--- src/lgte_pkg.sv ---
`default_nettype none

package lgte_pkg;

  // tire slots the alert word has room for
  localparam int TIRE_MAX       = 4;
  localparam int TIRE_COUNT_DEF = 4;

  // stream and register port widths
  localparam int IN_W      = 72;
  localparam int USER_W    = 1;
  localparam int OUT_W     = 32;
  localparam int CFG_IDX_W = 3;
  localparam int CFG_W     = 16;

  // register indexes
  localparam logic [CFG_IDX_W-1:0] REG_ENABLE    = 3'd0;
  localparam logic [CFG_IDX_W-1:0] REG_ZONE_THR  = 3'd1;
  localparam logic [CFG_IDX_W-1:0] REG_CAP_DWELL = 3'd2;
  localparam logic [CFG_IDX_W-1:0] REG_VER_DWELL = 3'd3;
  localparam logic [CFG_IDX_W-1:0] REG_AXIS      = 3'd4;
  localparam logic [CFG_IDX_W-1:0] REG_BIAS      = 3'd5;

  // register reset values and limits
  localparam logic [14:0] THR_RESET       = 15'd2867;
  localparam logic [14:0] THR_MIN         = 15'd82;
  localparam logic [15:0] CAP_DWELL_RESET = 16'd500;
  localparam logic [14:0] VER_DWELL_RESET = 15'd2500;

  // axis codes; anything else selects z
  localparam logic [1:0] AXIS_X     = 2'd0;
  localparam logic [1:0] AXIS_Y     = 2'd1;
  localparam logic [1:0] AXIS_RESET = AXIS_Y;

  // word kinds
  localparam logic KIND_TICK = 1'b0;

  // EMA weight in Q8 (0.35 rounded to 90/256)
  localparam logic [6:0] ALPHA_Q8 = 7'd90;

  // verdict codes
  localparam logic [1:0] VERDICT_NONE  = 2'd0;
  localparam logic [1:0] VERDICT_OVER  = 2'd1;
  localparam logic [1:0] VERDICT_UNDER = 2'd2;

  // stored condition codes
  localparam logic signed [1:0] COND_NEUTRAL = 2'sb00;
  localparam logic signed [1:0] COND_OVER    = 2'sb01;
  localparam logic signed [1:0] COND_UNDER   = 2'sb11;

  typedef logic signed [16:0] score_t;

  // what the score unit does to the tire in hand
  typedef struct packed {
    logic upd;
    logic clr;
  } score_ctrl_t;

endpackage

`default_nettype wire

--- src/lgte_score_unit.sv ---
`default_nettype none

module lgte_score_unit (
  input  lgte_pkg::score_ctrl_t ctrl,
  input  lgte_pkg::score_t      score,
  input  logic signed [1:0]     cond,
  input  logic [14:0]           dt,
  input  logic [14:0]           leak,
  input  logic [14:0]           dwell,
  output lgte_pkg::score_t      score_next,
  output logic [1:0]            alert
);
  import lgte_pkg::*;

  logic signed [17:0] s_ext;
  logic signed [17:0] dt_ext;
  logic signed [17:0] leak_ext;
  logic signed [17:0] cap_pos;
  logic signed [17:0] cap_neg;
  logic signed [17:0] moved;
  logic signed [17:0] clamped;
  logic signed [17:0] result;
  logic signed [17:0] dwell_pos;
  logic signed [17:0] dwell_neg;

  // move by condition, leak when neutral, clamp at twice the dwell; clear or hold per ctrl
  always_comb begin
    s_ext    = {score[16], score};
    dt_ext   = {3'b000, dt};
    leak_ext = {3'b000, leak};
    cap_pos  = {2'b00, dwell, 1'b0};
    cap_neg  = -cap_pos;
    moved    = s_ext;
    if (cond == COND_OVER) begin
      moved = s_ext + dt_ext;
    end else if (cond[1]) begin
      moved = s_ext - dt_ext;
    end else if (s_ext > 18'sd0) begin
      moved = s_ext - leak_ext;
      if (moved < 18'sd0) moved = 18'sd0;
    end else if (s_ext < 18'sd0) begin
      moved = s_ext + leak_ext;
      if (moved > 18'sd0) moved = 18'sd0;
    end
    clamped = moved;
    if (clamped > cap_pos) clamped = cap_pos;
    if (clamped < cap_neg) clamped = cap_neg;
    if (ctrl.clr) begin
      result = 18'sd0;
    end else if (ctrl.upd) begin
      result = clamped;
    end else begin
      result = s_ext;
    end
  end

  assign score_next = result[16:0];

  // verdict on the score as it leaves the unit
  always_comb begin
    dwell_pos = {3'b000, dwell};
    dwell_neg = -dwell_pos;
    if (result >= dwell_pos) begin
      alert = VERDICT_OVER;
    end else if (result <= dwell_neg) begin
      alert = VERDICT_UNDER;
    end else begin
      alert = VERDICT_NONE;
    end
  end

endmodule

`default_nettype wire

--- src/lateral_gate_tire_evidence.sv ---
`default_nettype none

// Channel  Group               Fields, lowest bit first
// -------  ------------------  --------------------------------------------------
// in       s_tvalid/tready     tdata: accel_x, accel_y, accel_z, elapsed_ms,
//                              track_mode, tire_index, condition; tuser: kind
// out      m_tvalid/tready     tdata: capturing, lateral_accel, tire_alerts,
//                              overall_alert
// config   cfg_wr_en           cfg_index, cfg_data; taken on every enabled edge
//
// A sample tick passes S_MUL, S_FILT, S_ZONE, then S_TIRE once per tire, then
// S_DONE loads the output register (the seeding tick skips S_FILT); a condition update
// goes straight to the S_TIRE walk through the single score unit.
// s_tready is high only while the sequencer is idle, from the cycle after the load.
// A finished word waits in the output register; the next word may be taken
// meanwhile, and the sequencer holds its result until the register is free.
// rst is synchronous: registers to reset values, scores and conditions zero.

module lateral_gate_tire_evidence #(
  parameter int TIRE_COUNT = lgte_pkg::TIRE_COUNT_DEF
) (
  input  logic                           clk,
  input  logic                           rst,
  // accel_x, accel_y, accel_z, elapsed_ms, track_mode, tire_index, condition
  input  logic [lgte_pkg::IN_W-1:0]      s_tdata,
  // kind
  input  logic [lgte_pkg::USER_W-1:0]    s_tuser,
  input  logic                           s_tvalid,
  output logic                           s_tready,
  // capturing, lateral_accel, tire_alerts, overall_alert
  output logic [lgte_pkg::OUT_W-1:0]     m_tdata,
  output logic                           m_tvalid,
  input  logic                           m_tready,
  input  logic                           cfg_wr_en,
  input  logic [lgte_pkg::CFG_IDX_W-1:0] cfg_index,
  input  logic [lgte_pkg::CFG_W-1:0]     cfg_data
);
  import lgte_pkg::*;

  localparam int TIDX_W = (TIRE_COUNT > 1) ? $clog2(TIRE_COUNT) : 1;
  localparam logic [TIDX_W-1:0] LAST_TIRE = TIDX_W'(TIRE_COUNT - 1);
  localparam int ALERT_SHIFT = 2 * (TIRE_MAX - TIRE_COUNT);

  localparam logic [2:0] S_IDLE = 3'd0;
  localparam logic [2:0] S_MUL  = 3'd1;
  localparam logic [2:0] S_FILT = 3'd2;
  localparam logic [2:0] S_ZONE = 3'd3;
  localparam logic [2:0] S_TIRE = 3'd4;
  localparam logic [2:0] S_DONE = 3'd5;

  // configuration
  logic               enable;
  logic [14:0]        zone_thr;
  logic [15:0]        cap_dwell;
  logic [14:0]        ver_dwell;
  logic [1:0]         axis;
  logic signed [15:0] bias;

  // block state
  logic signed [24:0] filt;
  logic               seeded;
  logic [15:0]        zone_timer;
  logic               capture;
  score_t             score [TIRE_COUNT];
  logic signed [1:0]  cond  [TIRE_COUNT];

  // sequencer
  logic [2:0]         fsm;
  logic               track_q;
  logic signed [16:0] raw_q;
  logic [14:0]        dt_q;
  logic signed [32:0] prod_q;
  logic [14:0]        leak_q;
  logic               upd_q;
  logic               inert_q;
  logic [TIDX_W-1:0]  cnt;
  logic [7:0]         alerts_acc;
  logic [2:0]         over_cnt;
  logic [2:0]         under_cnt;

  // input word fields
  logic               in_fire;
  logic signed [15:0] accel_x, accel_y, accel_z, elapsed_ms, sel;
  logic               track_mode, kind;
  logic [1:0]         tire_index;
  logic signed [1:0]  condition;
  logic signed [16:0] raw;
  logic [14:0]        dt_clamp;

  assign accel_x    = s_tdata[15:0];
  assign accel_y    = s_tdata[31:16];
  assign accel_z    = s_tdata[47:32];
  assign elapsed_ms = s_tdata[63:48];
  assign track_mode = s_tdata[64];
  assign tire_index = s_tdata[66:65];
  assign condition  = s_tdata[68:67];
  assign kind       = s_tuser[0];

  assign s_tready = (fsm == S_IDLE);
  assign in_fire  = s_tvalid && s_tready;

  // lateral pick, bias removal, negative dt to zero
  always_comb begin
    case (axis)
      AXIS_X:  sel = accel_x;
      AXIS_Y:  sel = accel_y;
      default: sel = accel_z;
    endcase
    raw      = {sel[15], sel} - {bias[15], bias};
    dt_clamp = elapsed_ms[15] ? 15'd0 : elapsed_ms[14:0];
  end

  // EMA step: difference times alpha
  logic signed [24:0] raw_q8;
  logic signed [25:0] diff;
  logic signed [7:0]  alpha_s;
  logic signed [33:0] prod_full;

  always_comb begin
    raw_q8    = {raw_q, 8'b0};
    diff      = {raw_q8[24], raw_q8} - {filt[24], filt};
    alpha_s   = {1'b0, ALPHA_Q8};
    prod_full = diff * alpha_s;
  end

  // zone test, saturating timer, neutral leak
  logic [24:0] mag;
  logic        zone;
  logic [16:0] t_sum;
  logic [15:0] t_next;
  logic        cap_next;
  logic [16:0] dt3;
  logic [14:0] leak_next;

  always_comb begin
    mag       = filt[24] ? 25'(-filt) : 25'(filt);
    zone      = mag < {2'b00, zone_thr, 8'b0};
    t_sum     = {1'b0, zone_timer} + {2'b00, dt_q};
    t_next    = zone ? (t_sum[16] ? 16'hFFFF : t_sum[15:0]) : 16'd0;
    cap_next  = zone && (t_next >= cap_dwell);
    dt3       = {2'b00, dt_q} + {1'b0, dt_q, 1'b0};
    leak_next = (dt3[16:2] == 15'd0) ? 15'd1 : dt3[16:2];
  end

  // shared score unit, one tire a cycle
  score_ctrl_t ctrl;
  score_t      s_next;
  logic [1:0]  alert;

  assign ctrl.upd = upd_q;
  assign ctrl.clr = inert_q;

  lgte_score_unit u_score (
    .ctrl       (ctrl),
    .score      (score[cnt]),
    .cond       (cond[cnt]),
    .dt         (dt_q),
    .leak       (leak_q),
    .dwell      (ver_dwell),
    .score_next (s_next),
    .alert      (alert)
  );

  // majority verdict
  logic [1:0] overall;

  always_comb begin
    if (over_cnt > under_cnt) begin
      overall = VERDICT_OVER;
    end else if (under_cnt > over_cnt) begin
      overall = VERDICT_UNDER;
    end else begin
      overall = VERDICT_NONE;
    end
  end

  // register writes
  always_ff @(posedge clk) begin
    if (rst) begin
      enable    <= 1'b1;
      zone_thr  <= THR_RESET;
      cap_dwell <= CAP_DWELL_RESET;
      ver_dwell <= VER_DWELL_RESET;
      axis      <= AXIS_RESET;
      bias      <= 16'sd0;
    end else if (cfg_wr_en) begin
      case (cfg_index)
        REG_ENABLE:    enable    <= cfg_data[0];
        REG_ZONE_THR:  zone_thr  <= (cfg_data[14:0] < THR_MIN) ? THR_RESET : cfg_data[14:0];
        REG_CAP_DWELL: cap_dwell <= cfg_data;
        REG_VER_DWELL: ver_dwell <= cfg_data[14:0];
        REG_AXIS:      axis      <= cfg_data[1:0];
        REG_BIAS:      bias      <= cfg_data;
        default: ;
      endcase
    end
  end

  // sequencer and block state
  always_ff @(posedge clk) begin
    if (rst) begin
      fsm        <= S_IDLE;
      filt       <= 25'sd0;
      seeded     <= 1'b0;
      zone_timer <= 16'd0;
      capture    <= 1'b1;
      upd_q      <= 1'b0;
      inert_q    <= 1'b0;
      m_tvalid   <= 1'b0;
      for (int t = 0; t < TIRE_COUNT; t++) begin
        score[t] <= '0;
        cond[t]  <= COND_NEUTRAL;
      end
    end else begin
      // output register: load a finished word, drop valid once taken
      if (fsm == S_DONE && (!m_tvalid || m_tready)) begin
        m_tvalid <= 1'b1;
        m_tdata  <= {4'b0000, overall, alerts_acc >> ALERT_SHIFT, filt[24:8], capture};
      end else if (m_tvalid && m_tready) begin
        m_tvalid <= 1'b0;
      end
      case (fsm)
        S_IDLE: begin
          if (in_fire) begin
            track_q    <= track_mode;
            raw_q      <= raw;
            dt_q       <= dt_clamp;
            upd_q      <= 1'b0;
            inert_q    <= 1'b0;
            cnt        <= '0;
            alerts_acc <= 8'd0;
            over_cnt   <= 3'd0;
            under_cnt  <= 3'd0;
            if (kind == KIND_TICK) begin
              fsm <= S_MUL;
            end else begin
              if ({1'b0, tire_index} < 3'(TIRE_COUNT)) begin
                cond[tire_index[TIDX_W-1:0]] <= condition[1] ? COND_UNDER : condition;
              end
              fsm <= S_TIRE;
            end
          end
        end
        S_MUL: begin
          if (!seeded) begin
            filt   <= raw_q8;
            seeded <= 1'b1;
            fsm    <= S_ZONE;
          end else begin
            prod_q <= prod_full[32:0];
            fsm    <= S_FILT;
          end
        end
        S_FILT: begin
          filt <= filt + $signed(prod_q[32:8]);
          fsm  <= S_ZONE;
        end
        S_ZONE: begin
          if (!enable || !track_q) begin
            capture    <= 1'b1;
            zone_timer <= 16'd0;
            inert_q    <= 1'b1;
          end else begin
            capture    <= cap_next;
            zone_timer <= t_next;
            upd_q      <= cap_next;
            leak_q     <= leak_next;
          end
          fsm <= S_TIRE;
        end
        S_TIRE: begin
          score[cnt] <= s_next;
          if (inert_q) cond[cnt] <= COND_NEUTRAL;
          alerts_acc <= {alert, alerts_acc[7:2]};
          if (alert == VERDICT_OVER)  over_cnt  <= over_cnt + 3'd1;
          if (alert == VERDICT_UNDER) under_cnt <= under_cnt + 3'd1;
          if (cnt == LAST_TIRE) begin
            fsm <= S_DONE;
          end else begin
            cnt <= cnt + 1'b1;
          end
        end
        S_DONE: begin
          if (!m_tvalid || m_tready) begin
            fsm <= S_IDLE;
          end
        end
        default: fsm <= S_IDLE;
      endcase
    end
  end

endmodule

`default_nettype wire

--- config.mk ---
export PLATFORM = sky130hd
export DESIGN_NAME = lateral_gate_tire_evidence
export DESIGN_NICKNAME = d
export VERILOG_FILES = /design/src/lgte_pkg.sv /design/src/lgte_score_unit.sv /design/src/lateral_gate_tire_evidence.sv
export SDC_FILE = /design/constraint.sdc
export NUM_CORES = 1
export LEC_CHECK = 0
export BUFFER_PORTS_ARGS = -buffer_cell sky130_fd_sc_hd__buf_2
export CORE_AREA = 5 5 205 227
export DETAILED_ROUTE_END_ITERATION = 8
export DIE_AREA = 0 0 210 232
export PLACE_DENSITY = 0.78
export REMOVE_ABC_BUFFERS = 1
export SKIP_CTS_REPAIR_TIMING = 1
export SYNTH_ARGS = -nofsm -noshare
export SYNTH_HDL_FRONTEND = slang
export SYNTH_SLANG_ARGS = --single-unit
--- constraint.sdc ---
create_clock -name clk -period 21.1 [get_ports clk]
set_clock_uncertainty 0.2 [all_clocks]
set_input_delay 2.11 -clock clk [delete_from_list [all_inputs] [get_ports clk]]
set_output_delay 2.11 -clock clk [all_outputs]
set_load 0.01 [all_outputs]
Yosys cells after proc, flatten, opt, wreduce, memory -nomap -nowiden
Memory sizes are Yosys's and may differ from the RTL's. A register that Yosys moved wholly into a read port is not among the register bits.
Cells that the tools add are included.
{ "classes": {"mux": 71, "bitwise_logic": 2, "addsub": 15, "eq_ne": 24, "reduce_logical": 38, "n_lt_le_gt_ge": 13, "mul": 1} }
{ "op_table": {"columns": ["op", "count"], "rows": [
  ["$mux 18", 10],
  ["$mux 25", 2],
  ["$pmux 25 s2", 1],
  ["$mux 16", 3],
  ["$add 17x16->18", 2],
  ["$sub 17x16->18", 2],
  ["$mul 26x7->32 const B", 1],
  ["$pmux 16 s2", 1],
  ["$mux 2", 13],
  ["$sub 25x25->26", 1],
  ["$add 25x25->25", 1],
  ["$lt 25x23->1", 1],
  ["$neg 25->25", 1],
  ["$mux 1", 24],
  ["$mux 3", 7],
  ["$reduce_and 3->1", 7],
  ["$ge 18x16->1", 1],
  ["$gt 18x1->1 const B", 1],
  ["$gt 18x17->1", 1],
  ["$le 18x18->1", 1],
  ["$lt 18x1->1 const B", 1],
  ["$lt 18x18->1", 1],
  ["$neg 15->18", 1],
  ["$neg 16->18", 1],
  ["37 further kinds", 79]
]} }
{ "word_totals": {"n_memories": 2, "output_inout_bits": 34, "in_bits": 97, "ramBits": 76, "reg_bits": 238} }
{ "memory_table": {"columns": ["memory", "depth", "width", "rd", "rd_ports_with_merged_regs", "write_ports", "line", "text"], "rows": [
  ["score", 4, 17, 1, 1, 4, "lateral_gate_tire_evidence.sv:64", "score_t score [TIRE_COUNT];"],
  ["cond", 4, 2, 1, 1, 4, "lateral_gate_tire_evidence.sv:65", "logic signed [1:0] cond [TIRE_COUNT];"]
]} }

Depth between registers and ports, before layout
Gate-level depths: netlist of run 1.
{ "logic_depth": {"ltp_word": 19, "mapped_depth": 60, "mapped_depth_nobuf": 53} }

Cells and area by module
From an unflattened synthesis of run 1, not the netlist that was laid out.
{ "hier_totals": {"cells_unflattened": 2986, "area_unflattened_um2": 26596.8} }
{ "modules_own_cells": {"columns": ["module", "cells_per_inst", "n_inst", "area_each_um2"], "rows": [
  ["lateral_gate_tire_evidence", 2067, 1, 20193.1],
  ["lgte_score_unit", 919, 1, 6403.6]
]} }

Worst setup path before layout of run 1
Ideal clock, no wire load.
{ "synth_path": {"path_kind": "reg2reg", "startpoint": "reg with a tool-made name", "endpoint": "reg under_cnt[0] (enable)", "path_stages_with_launch": 59, "required_ns": 20.597, "slack_ns": 9.107, "t_arrival_ns": 11.491, "cell_sequence": "dfxtp_1 -> buf_4 -> buf_2 -> mux4_2 -> ha_1 -> clkbuf_1 -> nor2b_1 -> a211oi_1 -> o22ai_1 -> o21ai_0 -> a211oi_1 -> o21ai_0 -> nand3_1 -> ha_1 -> a31oi_1 -> and2_1 -> buf_2 -> buf_1 -> [... 23 more ...] -> buf_6 -> o21ai_1 -> a311o_1 -> inv_1 -> ha_1 -> a21o_1 -> a21o_1 -> a21o_1 -> a21o_1 -> a21oi_1 -> nor2b_1 -> o21ai_0 -> nand2b_1 -> a21oi_1 -> o21ai_0 -> a221o_1 -> nor4_4 -> o21ba_1"} }
{ "synth_rtl": {"columns": ["element", "line", "text"], "rows": [
  ["end signal: assignment", "lateral_gate_tire_evidence.sv:276", "if (alert == VERDICT_UNDER) under_cnt <= under_cnt + 3'd1;"],
  ["end: declaration", "lateral_gate_tire_evidence.sv:79", "logic [2:0] under_cnt;"]
]} }

==> metrics, run 1 <==
H-Tree Depth=2; I/O Buffers=123; GP Congestion=0.965; RSZ-0062 raised after global routing=no; Ys Warns=0; setup TNS=0 ps; startpoint class of the critical path=flop; Via Count=22.1k; Fin. Hold Viols=0; maximum clock frequency=68.1 MHz; top post-synthesis cells by area=edfxtp_1, ha_1, dfxtp_1, inv_1, fa_1; #FFs+latches synth=309; post-DP HPWL=56,700 um; headroom to the max-slew limit=21.8%; initial core utilization=59.2%; crit path time final=14,680 ps; mapped cell area=0.0260 mm^2; Worst Hold Class=flop to flop; max cap viols=0; post-route ant nets=0; final worst path period share=69.6%; largest area contributor in the netlist=edfxtp_1; most common cell in the netlist=inv_1; synth-to-layout area growth=8.75%; layout cell share with drive strength beyond 1=9.28%; Finish-stage setup viols=0; syn_area_per_cell=8.88 um^2; NumNets Final=3,494; Final Max Slew Viols=0; dominant synthesized flop cell=edfxtp_1; CTS tree=yes; critical path arrival=14,710 ps; dpl cells=3,557; Crit-path slowest cell=mux4_2; vias in the first global route=22.3k; register clock-pin slew on the reported worst setup and hold paths=60 ps; CP required=21,130 ps; largest net degree at the start of global routing=85; Async S/R FF share, synth=0%; CP Class=flop to flop; Boundary Pins=131; flop-to-flop setup slack=6420 ps; fin cells=3,621; final routed DRC violation total=0; clock root buffer=clkbuf_16; crit end category=flop; Yosys cell types=94; Gate Count Post-Synth=2,932; Worst-Skew Late Latency=530 ps; die area=0.0487 mm^2; Crit path top cell by count=o21ai_0; Overall Global Routing Usage=29.5%; WL/cell=20.2 um; Worst path max stage delay=750 ps; Die H=232 um; Synth top area share=22.3%; drt initial violations=1,583; commonest cells in the netlist=inv_1, ha_1, nor2_1; measured slew at the worst slew-check pin=1170 ps; Rows=81; routed vias/inst=6.11; initial antenna violation count=2; register area share after synthesis=31.2%; first-pass GRT wire length=116,000 um; final wirelength=73,100 um; clock sinks=309; crit path max fanout=21; CTS Buffer Depth=3; Post-synth EDFFs=193; overflow left after global routing=0; DR pass1 iterations=6; Core ar.=0.0440 mm^2; Die Wd=210 um; status=complete, no violations; total CTS buffers=34
==> critical path: cells and delay by family, from the launching register on <==
family | cells | cell delay [ps]
flops | 1 | 320
simple gates | 13 | 2610
mux | 4 | 2080
fa+ha+maj | 5 | 1620
buf+inv | 1 | 370
compound gates | 28 | 7150
==> cells by family after synthesis <==
kind of cell | after synthesis | share of synthesized area (%)
AO/OA/AOI/OAI | 715 | 18.3
XOR/XNOR | 130 | 4.37
adder cells (fa/ha/maj) | 384 | 20.0
buffers and inverters | 436 | 6.46
flip-flops | 309 | 31.2
multiplexers | 70 | 3.64
other | 1 | 0.0144
AND/OR/NAND/NOR | 887 | 16.0
==> per-layer routing <==
layer | GRT usage (%) | vias to the layer above | wire (um)
met5 | 0 | - | 11
met4 | 16.8 | 2 | 4590
met3 | 3.62 | 234 | 3840
met2 | 52.9 | 737 | 36600
met1 | 34.0 | 10588 | 28100
li1 | - | 10561 | -
==> final timing paths <==
check                                     to     startpoint  cells past startpoint
worst max-delay path            under_cnt[1]           flop                     51
worst min-delay path             m_tdata[18]  alerts_acc[0]                      0
worst max register to register  under_cnt[1]           flop                     51
worst min register to register   m_tdata[18]  alerts_acc[0]                      0
==> cells in the final DEF (no fill, tap or decap), types with 49 or more instances in the layout <==
| cell type | n |
|---|---|
| o21ai_0 | 137 |
| inv_1 | 337 |
| edfxtp_1 | 193 |
| a21o_1 | 49 |
| a21oi_1 | 195 |
| dfxtp_1 | 116 |
| xnor2_1 | 103 |
| nor2_1 | 289 |
| buf_2 | 123 |
| fa_1 | 55 |
| nand2_1 | 261 |
| ha_1 | 329 |
==> stage by stage <==
step	hold WS, ps	util, %	cell area, um^2	setup slack (ps)
6_report	226	64.4	28300	6420
5_1_grt	239	64.4	28300	5510
4_1_cts	227	64.3	28300	6680
3_5_place_dp	216	61.6	27100	6770
3_3_place_gp	206	61.6	27100	6930
2_1_floorplan	200	-	25600	9060
==> registers in the layout, summed over array words and instances (netlist names), 15 cells and up, named ones only <==
name,cells
cap_dwell,16
zone_timer,16
raw_q,17
bias,16
score,68
m_tdata,28
ver_dwell,15
dt_q,15
zone_thr,15
leak_q,15
filt,25
prod_q,25
==> layout make-up <==
type,instances,area (um^2)
well taps,581,727
diodes,1,2.50
repair buffers,139,739
multi-input cells,2190,16300
clock buffers,48,1080
clock inverters,14,103
fillers,3648,15700
flip-flops and latches,309,8120
inverters,339,1270
Power of run 1 is left out: the tool's default activity adds up to more than one toggle a clock period on the data nets, which glitch-free logic cannot reach.
==> run 2, diff against run 1 <==
--- a/config.mk
+++ b/config.mk
@@ -6,10 +6,10 @@
 export NUM_CORES = 1
 export LEC_CHECK = 0
 export BUFFER_PORTS_ARGS = -buffer_cell sky130_fd_sc_hd__buf_2
-export CORE_AREA = 5 5 205 227
+export CORE_AREA = 5 5 210 233
 export DETAILED_ROUTE_END_ITERATION = 8
-export DIE_AREA = 0 0 210 232
-export PLACE_DENSITY = 0.78
+export DIE_AREA = 0 0 215 238
+export PLACE_DENSITY = 0.77
 export REMOVE_ABC_BUFFERS = 1
 export SKIP_CTS_REPAIR_TIMING = 1
 export SYNTH_ARGS = -nofsm -noshare
==> constraint.sdc (replaced) <==
create_clock -name clk -period 11.9 [get_ports clk]
set_clock_uncertainty 0.2 [all_clocks]
set_input_delay 1.19 -clock clk [delete_from_list [all_inputs] [get_ports clk]]
set_output_delay 1.19 -clock clk [all_outputs]
set_load 0.01 [all_outputs]
==> run 2 against run 1 <==
Worst hold slack got worse by 6.0 ps. First-iteration DRC count decreased by 2.6%. Die area increased by 5.0%. Via count increased by 2.1%. Critical path depth increased by 5. Global-route usage decreased by 1.7 points. Worst setup slack got worse by 6000 ps. Wire length increased by 1.5%. Critical path type unchanged.
==> metrics, run 2 (synthesized netlist as in run 1, its figures left out) <==
biggest regs=score x68, m_tdata x28; FF-to-FF path depth=56; max cap viols=0; clock root buffer=clkbuf_16; measured slew at the worst slew-check pin=1260 ps; vias in the first global route=22.7k; routed vias/inst=6.01; RSZ-0062 raised after global routing=no; final wirelength=74,200 um; placed cell area=0.0279 mm^2; dpl cells=3,674; CP Class=flop to flop; first-pass GRT wire length=117,000 um; GP Congestion=1.02; crit end category=flop; Core ar.=0.0462 mm^2; WP depth=56; overflow left after global routing=0; startpoint class of the critical path=flop; Die Wd=215 um; fin worst setup slack=459 ps; Top delay family on crit path=compound AO/OA/AOI/OAI gates; Buf/Inv on CP=6; Design Area, Final=0.0295 mm^2; Via Count=22.6k; commonest non-fill, non-tap cell in the layout=inv_1; Die H=238 um; post-route ant nets=0; WL/cell=19.8 um; crit path max fanout=8; CTS tree=yes; die area=0.0512 mm^2; maximum clock frequency=87.4 MHz; Crit path top cell by count=o21ai_1; total CTS buffers=30; Finish-stage setup viols=0; most frequent cells in the layout=inv_1, ha_1, nor2_1; crit path time final=11,440 ps; Worst Hold Class=flop to flop; status=complete, no violations; setup TNS=0 ps; CP required=11,990 ps; max reg flops=68; Boundary Pins=131; Worst-Skew Late Latency=580 ps; Hold Path Stages=0; layout cell share with drive strength beyond 1=14.2%; critical path arrival=11,530 ps; initial core utilization=56.3%; register clock-pin slew on the reported worst setup and hold paths=70 ps; Final Max Slew Viols=0; clock sinks=309; drt initial violations=1,542; fin cells=3,754; Rows=83; H-Tree Depth=1; final worst path period share=96.1%; initial antenna violation count=1; Most flops, register=score; Fin. Hold Viols=0; CTS Buffer Depth=3; largest net degree at the start of global routing=45; post-DP HPWL=58,700 um; NumNets Final=3,615; DR pass1 iterations=6; Crit-path slowest cell=mux4_2; I/O Buffers=123; headroom to the max-slew limit=15.4%; Place WS=-186 ps; synth-to-layout area growth=13.4%; Worst path max stage delay=560 ps; final routed DRC violation total=0; Overall Global Routing Usage=27.8%
## run 2: cell count changes in the layout (fill, tap and decap cells not counted), sizes merged
cell / previous run / this run
clkbuf: 48 / 45
buf: 139 / 262
bufinv: 1 / 5
clkinv: 11 / 6
and2: 15 / 16
clkinvlp: 0 / 1
inv: 341 / 339
## run 2: per-layer routing
metal,vias to the layer above,wire length (um),GRT usage [%]
met5,-,13,0
met4,2,4880,16.6
met3,240,3760,3.02
met2,760,37200,50.2
met1,10790,28400,32.0
li1,10785,-,-
## run 2: path summary, 6_finish.rpt
| kind | from | end | slack [ps] |
|---|---|---|---|
| max | flop | under_cnt[1] | 460 |
| min reg2reg | alerts_acc[1] | m_tdata[19] | 220 |
| max reg2reg | flop | under_cnt[1] | 460 |
| min | alerts_acc[1] | m_tdata[19] | 220 |
## run 2: area by class of cell
class                           instances  area [um^2]
Antenna cell                            1         2.50
Clock buffer                           44          907
Clock inverter                         12          193
Fill cell                            3806        16700
Inverter                              339         1270
Multi-Input combinational cell       2191        16500
Sequential cell                       309         8120
Tap cell                              595          744
Timing Repair Buffer                  263         1720
## run 2: metrics by stage
step                      utilization [%]  hold WS [ps]
after CTS                            62.8           221
after detailed placement             60.4           205
after floorplan                         -           200
after global routing                 63.8           246
final                                63.8           220
after global placement               60.4           206
Power of run 2 is left out for the same reason.
==> run 3, diff against run 2 <==
--- a/config.mk
+++ b/config.mk
@@ -6,10 +6,11 @@
 export NUM_CORES = 1
 export LEC_CHECK = 0
 export BUFFER_PORTS_ARGS = -buffer_cell sky130_fd_sc_hd__buf_2
-export CORE_AREA = 5 5 210 233
+export CORE_AREA = 5 5 207 229
+export CTS_BUF_LIST = sky130_fd_sc_hd__clkbuf_4
 export DETAILED_ROUTE_END_ITERATION = 8
-export DIE_AREA = 0 0 215 238
-export PLACE_DENSITY = 0.77
+export DIE_AREA = 0 0 212 234
+export PLACE_DENSITY = 0.79
 export REMOVE_ABC_BUFFERS = 1
 export SKIP_CTS_REPAIR_TIMING = 1
 export SYNTH_ARGS = -nofsm -noshare
==> run 3 against run 2 <==
The run now ends with DRC left. Count of clock-buffer cells in the layout grew 74. Worst setup slack got worse by 130 ps. Via count rose by 1.8%. Wire length grew 3.3%. Global-route usage rose by 2.3 points.
==> metrics, run 3 (synthesized netlist as in run 1, its figures left out) <==
status=finished with violations; failing checks=DRC; largest net degree at the start of global routing=54; Die H=234 um; flip-flop and latch area=0.00812 mm^2; startpoint class of the critical path=flop; final wirelength=76,700 um; clock sinks=309; CTS Buffer Depth=3; most frequent cells in the layout=inv_1, ha_1, nor2_1; Core ar.=0.0450 mm^2; NumNets Final=3,675; critical path arrival=11,840 ps; vias in the first global route=23.2k; initial core utilization=57.8%; max reg flops=68; measured slew at the worst slew-check pin=1230 ps; Crit-path slowest cell=mux4_2; max cap viols=0; Place WS=-52.4 ps; Final Max Slew Viols=0; die area=0.0496 mm^2; Die Wd=212 um; final routed DRC violation total=1; first-pass GRT wire length=120,000 um; maximum clock frequency=86.5 MHz; CP Class=flop to flop; multi-input logic area=0.0167 mm^2; Fin. Hold Viols=0; WL/cell=19.9 um; register clock-pin slew on the reported worst setup and hold paths=70 ps; GP Congestion=0.970; Rows=82; crit path max fanout=7; CTS tree=yes; Most flops, register=score; post-route ant nets=0; Via Count=23.0k; Fin Hold WS=210 ps; I/O Buffers=123; headroom to the max-slew limit=17.5%; DR pass1 iterations=8; final worst path period share=97.2%; H-Tree Depth=3; Worst path max stage delay=580 ps; crit path time final=11,570 ps; overflow left after global routing=0; CP required=12,170 ps; Overall Global Routing Usage=30.1%; flop-to-flop setup slack=330 ps; Worst-Skew Late Latency=790 ps; layout cell share with drive strength beyond 1=16.9%; biggest regs=score x68, m_tdata x28; commonest non-fill, non-tap cell in the layout=inv_1; Boundary Pins=131; routed vias/inst=5.98; drt initial violations=1,558; clock root buffer=clkbuf_4; Worst Hold Class=flop to flop; Finish-stage setup viols=0; # fillers=3,588; initial antenna violation count=6; crit end category=flop; synth-to-layout area growth=14.3%; total CTS buffers=79; post-DP HPWL=59,700 um; fin worst setup slack=333 ps
[run 3: cell types whose count changed in the layout (fill, tap and decap cells not counted), sizes merged]
cell | previous run | this run
clkinv | 6 | 19
buf | 262 | 272
diode | 1 | 2
clkbuf | 45 | 120
bufinv | 5 | 4
[run 3: metrics by stage]
step           setup TNS, ps  instances  utilization (%)  instance area [um^2]
6_report                   0       3845             66.1                 29800
5_1_grt                 -444       3845             66.1                 29800
4_1_cts                 -689       3818             64.6                 29100
3_5_place_dp            -157       3676             62.2                 28000
3_3_place_gp               0       3676             62.2                 28000
2_1_floorplan           -566       2838                -                 25600
[run 3: final timing paths]
path,startpoint,end,cells past startpoint
worst min-delay path,capture,m_tdata[0],0
worst max register to register,flop,under_cnt[1],52
worst min register to register,capture,m_tdata[0],0
worst max-delay path,flop,under_cnt[1],52
[run 3: critical path: cells and delay by family (launching register included)]
kind                       cells  cell delay, ps
buffers and inverters          9            1300
and+or+nand+nor               10            1990
AOI/OAI and AO/OA             27            5460
adders and majority gates      4            1030
muxes                          2             890
DFF                            1             390
[run 3: area by class of cell]
class	instances	share of cell area (%)
well taps	588	2.47
inverters	339	4.28
clock buffers	118	2.98
clock inverters	24	0.707
multi-input cells	2191	56.1
repair buffers	274	6.20
diodes	2	0.0168
flip-flops and latches	309	27.3
[run 3: layer usage]
layer	track usage, %	wire length, um	vias to the layer above
li1	-	-	10978
met1	34.1	28600	10854
met2	54.1	38600	888
met3	4.80	4630	264
met4	16.7	4770	4
met5	0	25	-
Power of run 3 is left out for the same reason.
